**src/rtl/short_exposure_gain_compensation_core_assert.svh**
```systemverilog
// Assertion macros for the short-exposure gain compensation core.
// Needs nothing else; ASSERT_OFF turns every macro into an empty line.
`ifndef SHORT_EXPOSURE_GAIN_COMPENSATION_CORE_ASSERT_SVH
`define SHORT_EXPOSURE_GAIN_COMPENSATION_CORE_ASSERT_SVH
`ifndef ASSERT_OFF
`define SGC_ASSERT_IMP(lbl, clk, rst_n, ante, cons) \
	lbl: assert property (@(posedge clk) disable iff (!rst_n) (ante) |-> (cons)) \
	else $error("assertion failed");
`define SGC_ASSERT_NXT(lbl, clk, rst_n, ante, cons) \
	lbl: assert property (@(posedge clk) disable iff (!rst_n) (ante) |=> (cons)) \
	else $error("assertion failed");
`else
`define SGC_ASSERT_IMP(lbl, clk, rst_n, ante, cons)
`define SGC_ASSERT_NXT(lbl, clk, rst_n, ante, cons)
`endif
`endif

```
**src/rtl/sgc_pkg.sv**
```systemverilog
// Package of the short-exposure gain compensation core: types and constants.
// Used by every module of the core; depends on nothing.
package sgc_pkg;

	localparam int NUM_W = 32;
	localparam int DIV_W = 20;
	localparam int MHZ_SHIFT = 6;
	localparam int MHZ_DIV = 15625;
	localparam int MHZ_FRAC = 40;
	localparam logic [26:0] MHZ_RECIP = 27'd70368744;
	localparam logic [15:0] SHORT_LIMIT = 16'd15;

	typedef enum logic [2:0] {
		REG_PIXEL_CLOCK = 3'd0,
		REG_LINE_LENGTH = 3'd1,
		REG_MIN_FINE = 3'd2,
		REG_MIN_COARSE = 3'd3,
		REG_MIN_AGAIN = 3'd4,
		REG_MAX_AGAIN = 3'd5
	} reg_index_t;

	typedef enum logic [2:0] {
		ST_UNCHANGED = 3'd0,
		ST_MIN_CLAMP = 3'd1,
		ST_DGAIN_SCALED = 3'd2,
		ST_AGAIN_COMP = 3'd3,
		ST_BAD_LINE = 3'd4,
		ST_ZERO_COARSE = 3'd5
	} status_t;

	typedef struct packed {
		logic [31:0] exposure_us;
		logic [31:0] analog_gain_in;
		logic [31:0] digital_gain_in;
	} item_t;

	typedef struct packed {
		logic [31:0] analog_gain_out;
		logic [31:0] digital_gain_out;
		logic [15:0] coarse_lines;
		logic [2:0] status;
	} result_t;

	typedef struct packed {
		logic [NUM_W-1:0] num;
		logic [NUM_W-1:0] quo;
		logic [DIV_W-1:0] rem;
	} lane_t;

	typedef struct packed {
		logic [31:0] again;
		logic [31:0] dgain;
		logic [31:0] fine;
	} tag1_t;

	typedef struct packed {
		logic [31:0] again;
		logic [31:0] dgain;
		logic [15:0] coarse;
		logic short_expo;
	} tag2_t;

endpackage

```
**src/rtl/sgc_cell.sv**
```systemverilog
// One cell of a divider chain: one restoring quotient bit per lane per cycle.
// Depends on sgc_pkg.
module sgc_cell #(
	parameter int LANES = 1,
	parameter type tag_t = logic
) (
	input logic clk,
	input logic arst_n,
	input logic in_valid,
	input sgc_pkg::lane_t [LANES-1:0] in_lanes,
	input logic [sgc_pkg::DIV_W-1:0] in_div,
	input tag_t in_tag,
	output logic out_valid,
	output sgc_pkg::lane_t [LANES-1:0] out_lanes,
	output logic [sgc_pkg::DIV_W-1:0] out_div,
	output tag_t out_tag
);
	import sgc_pkg::*;

	logic valid_q;
	lane_t [LANES-1:0] lanes_q;
	lane_t [LANES-1:0] lanes_d;
	logic [DIV_W-1:0] div_q;
	tag_t tag_q;

	always_comb begin
		logic [DIV_W:0] trial;
		logic ge;
		for (int i = 0; i < LANES; i++) begin
			trial = {in_lanes[i].rem, in_lanes[i].num[NUM_W-1]};
			ge = trial >= {1'b0, in_div};
			lanes_d[i].num = {in_lanes[i].num[NUM_W-2:0], 1'b0};
			lanes_d[i].quo = {in_lanes[i].quo[NUM_W-2:0], ge};
			lanes_d[i].rem = ge ? DIV_W'(trial - {1'b0, in_div}) : DIV_W'(trial);
		end
	end

	always_ff @(posedge clk or negedge arst_n) begin
		if (!arst_n) begin
			valid_q <= 1'b0;
		end else begin
			valid_q <= in_valid;
		end
	end

	always_ff @(posedge clk) begin
		lanes_q <= lanes_d;
		div_q <= in_div;
		tag_q <= in_tag;
	end

	assign out_valid = valid_q;
	assign out_lanes = lanes_q;
	assign out_div = div_q;
	assign out_tag = tag_q;
endmodule

```
**src/rtl/sgc_chain.sv**
```systemverilog
// A row of divider cells that yields a full 32-bit quotient per lane.
// Depends on sgc_pkg and sgc_cell.
module sgc_chain #(
	parameter int LANES = 1,
	parameter type tag_t = logic
) (
	input logic clk,
	input logic arst_n,
	input logic in_valid,
	input sgc_pkg::lane_t [LANES-1:0] in_lanes,
	input logic [sgc_pkg::DIV_W-1:0] in_div,
	input tag_t in_tag,
	output logic out_valid,
	output sgc_pkg::lane_t [LANES-1:0] out_lanes,
	output tag_t out_tag
);
	import sgc_pkg::*;

	logic v [NUM_W+1];
	lane_t [LANES-1:0] ln [NUM_W+1];
	logic [DIV_W-1:0] dv [NUM_W+1];
	tag_t tg [NUM_W+1];

	assign v[0] = in_valid;
	assign ln[0] = in_lanes;
	assign dv[0] = in_div;
	assign tg[0] = in_tag;

	for (genvar k = 0; k < NUM_W; k++) begin : g_cell
		sgc_cell #(.LANES(LANES), .tag_t(tag_t)) u_cell (
			.clk(clk),
			.arst_n(arst_n),
			.in_valid(v[k]),
			.in_lanes(ln[k]),
			.in_div(dv[k]),
			.in_tag(tg[k]),
			.out_valid(v[k+1]),
			.out_lanes(ln[k+1]),
			.out_div(dv[k+1]),
			.out_tag(tg[k+1])
		);
	end

	assign out_valid = v[NUM_W];
	assign out_lanes = ln[NUM_W];
	assign out_tag = tg[NUM_W];
endmodule

```
**config.mk**
```make
export PLATFORM = sky130hd
export DESIGN_NAME = sgc_chain
export DESIGN_NICKNAME = d
export VERILOG_FILES = /design/src/rtl/short_exposure_gain_compensation_core_assert.svh /design/src/rtl/sgc_pkg.sv /design/src/rtl/sgc_cell.sv /design/src/rtl/sgc_chain.sv
export SDC_FILE = /design/constraint.sdc
export NUM_CORES = 2
export LEC_CHECK = 0
export CAP_MARGIN = 20
export CELL_PAD_IN_SITES_DETAIL_PLACEMENT = 0
export CELL_PAD_IN_SITES_GLOBAL_PLACEMENT = 2
export CORE_UTILIZATION = 42
export DETAILED_ROUTE_END_ITERATION = 8
export DONT_BUFFER_PORTS = 1
export GPL_ROUTABILITY_DRIVEN = 0
export PLACE_DENSITY_LB_ADDON = 0.1
export SYNTH_ARGS = -nofsm -noshare
export SYNTH_HDL_FRONTEND = slang
export SYNTH_SLANG_ARGS = --single-unit
export TNS_END_PERCENT = 5
```
**constraint.sdc**
```tcl
create_clock -name clk -period 4.3 [get_ports clk]
set_clock_uncertainty 0.2 [all_clocks]
set_input_delay 0.86 -clock clk [delete_from_list [all_inputs] [get_ports clk]]
set_output_delay 0.86 -clock clk [all_outputs]
set_load 0.05 [all_outputs]
```
==> results.json <==
{
  "status": "finished clean",
  "finalSetupViolations": 0,
  "grt_use_total_pct": 17.9,
  "numPortBuffers": 0,
  "post-route-period-util_pct": 87.8,
  "die_area_um2": 214000,
  "grt_pass1_vias": 58300,
  "grt_max_degree": 40,
  "max-vdd-ir-drop_v": 0.000504,
  "synth_edf_count": 0,
  "holdBufCountCts": 75,
  "worst_ep_arrival_time_ps": 4310,
  "syn_to_final_growth_pct": 14.2,
  "crit_cells": 9,
  "total_power_mw": 90.3,
  "final_cell_mix": "dfxtp_1, inv_1, ha_1",
  "clock-sinks": 2348,
  "final_max_slew_viol_count": 0,
  "crit_path_frequent_cell": "a21oi_1",
  "via_per_inst": 4.95,
  "syn_area_um2": 88900,
  "pwr_density_cell_nw_per_um2": 889,
  "via_count": 58700,
  "worstSetupStartpointType": "flop",
  "cp_slowest_cell": "a2111o_1",
  "maxClockFrequency_mhz": 265,
  "place_hpwl_mm": 146,
  "hp-class": "flop to flop",
  "setup_tns_ps": 0,
  "ys_seq_elements": 2348,
  "wire_per_inst_um": 16.1,
  "cp.buffers_inverters": 1,
  "dieHeight_um": 462,
  "core.rowCount": 168,
  "grt_first_pass_wirelength_mm": 309,
  "yosysWarnings": 0,
  "slew_headroom_pct": 28.5,
  "overflow": 0,
  "place_area_um2": 92100,
  "cp.required_ps": 4830,
  "cts_tree": "built",
  "max_stage_delay_ps": 840,
  "antenna_found_initial": 4,
  "yosys.area.top_type": "dfxtp_1",
  "p_leak_nw": 45.5,
  "dr.first_iter.drc_count": 3128,
  "path_cells": "inv_1 -> ha_1 -> a21oi_1 -> o21ai_0 -> o2bb2ai_1 -> a2111oi_2 -> a21oi_1 -> a2111o_1 -> mux2_4",
  "drc": 0,
  "crit_path_max_fanout": 20,
  "worst_pin_slew_ps": 1070,
  "root_buffer": "clkbuf_16",
  "drv_cap": 0,
  "cts_buffers": 238,
  "clk_pin_slew_ps": 60,
  "r2r_cells": 9,
  "syn_inst": 8640,
  "synth_area_per_cell_um2": 10.3,
  "ios": 194,
  "final_hold_viol_count": 0,
  "layout_commonest_cell": "dfxtp_1",
  "synth-seq-area-share_pct": 53.0,
  "fin_crit_ps": 3780,
  "dieWidth_um": 462,
  "clockBufferDepth": 3,
  "finalInstanceArea_um2": 102000,
  "cp-end-kind": "flop",
  "final_nets": 9616,
  "drt_pre_antenna_iters": 5,
  "rsz0062_at_grt": "no",
  "ctsHtreeMaxLevel": 4,
  "synth_top_area_share_pct": 52.1,
  "synthTopCellsByArea": "dfxtp_1, ha_1, inv_1",
  "clk-insertion-delay-late_ps": 910,
  "cp_top_family": "compound AO/OA/AOI/OAI gates",
  "synth.distinct_cells": 99,
  "holdPathStages": 0,
  "num-fill-cells": 19600,
  "routed_wl_mm": 191,
  "drive_gt1_share_pct": 9.21,
  "postCtsSetupBuffers": 0,
  "ys.flop_type": "dfxtp_1",
  "start_util_pct": 42.4,
  "critPathKind": "flop to flop",
  "core_region_area_um2": 210000,
  "antenna_left": 0,
  "cts_resized": 0,
  "async_flop_share_pct": 1.36
}
==> cell families (layout without fill, tap and decap cells) <==
| family | count (synthesis) | count (layout) | share of synthesized area (%) |
|---|---|---|---|
| mux | 314 | 314 | 3.98 |
| simple gates | 1723 | 1723 | 9.22 |
| flops | 2348 | 2348 | 53.0 |
| buf+inv | 1034 | 1412 | 4.62 |
| fa+ha+maj | 672 | 672 | 9.72 |
| compound gates | 2095 | 2095 | 15.0 |
| other cells | 1 | 36 | 0.00422 |
| xor+xnor | 453 | 453 | 4.46 |
==> report_power, final <==
group / switching (mW) / internal [mW]
clock: 8.84 / 13.0
sequential: 3.88 / 28.3
combinational: 20.0 / 16.3
total: 32.8 / 57.6
==> final cells by class <==
class	count	area (µm²)	share of cell area (%)
clock buffers	314	6740	6.64
clock inverters	139	1920	1.89
well taps	2805	3510	3.46
diodes	4	10.0	0.00986
multi-input cells	5289	37900	37.3
flip-flops and latches	2348	47200	46.4
inverters	829	3110	3.06
repair buffers	130	1220	1.20
==> path summary, 6_finish.rpt <==
| path | endpoint | startpoint | slack (ps) |
|---|---|---|---|
| setup / recovery | g_cell[1].u_cell.out_lanes[5] | g_cell[0].u_cell.out_div[6] | 520 |
| min in group asynchronous | g_cell[23].u_cell.out_valid | arst_n | 220 |
| max in group asynchronous | g_cell[28].u_cell.out_valid | arst_n | 3510 |
| hold / removal | g_cell[2].u_cell.out_lanes[67] | g_cell[1].u_cell.out_lanes[66] | 90 |
| setup reg to reg | g_cell[1].u_cell.out_lanes[5] | g_cell[0].u_cell.out_div[6] | 520 |
| hold reg to reg | g_cell[2].u_cell.out_lanes[67] | g_cell[1].u_cell.out_lanes[66] | 90 |
==> metrics by stage <==
step                      setup WS, ps  hold WS (ps)  util [%]  std cells
after CTS                          551          30.8      48.4      11900
after detailed placement           562           112      43.9      11300
final                              523          93.9      48.4      11900
after floorplan                   1070           110         -       8671
after global routing               327          86.0      48.4      11900
after global placement             576           110      43.9      11300
==> sequential cells by signal (all words and copies together), names as in the netlist <==
signal and flops:
g_cell.u_cell.out_div 620, g_cell.u_cell.out_lanes 1664, g_cell.u_cell.out_tag 32, g_cell.u_cell.out_valid 32
==> metal layers <==
metal	track usage (%)	part of all wire (%)	wire length, µm	vias to the layer above
met3	2.57	3.4	6590	282
met4	5.00	2.2	4180	0
met5	0	0	0	-
met1	23.8	47	90700	27300
li1	-	-	-	30200
met2	30.3	47	89900	856
==> synth_stat cells, drive strengths merged, types with 90 or more instances <==
| master | number |
|---|---|
| clkbuf | 115 |
| dfxtp | 2316 |
| xor2 | 178 |
| nor2 | 448 |
| o21a | 117 |
| a21oi | 612 |
| nand3 | 118 |
| nand2 | 552 |
| mux2 | 268 |
| o21ai | 546 |
| buf | 90 |
| inv | 829 |
| xnor2 | 275 |
| ha | 640 |
| nor2b | 108 |
| a21o | 222 |
(Power assumes the default switching activity.)
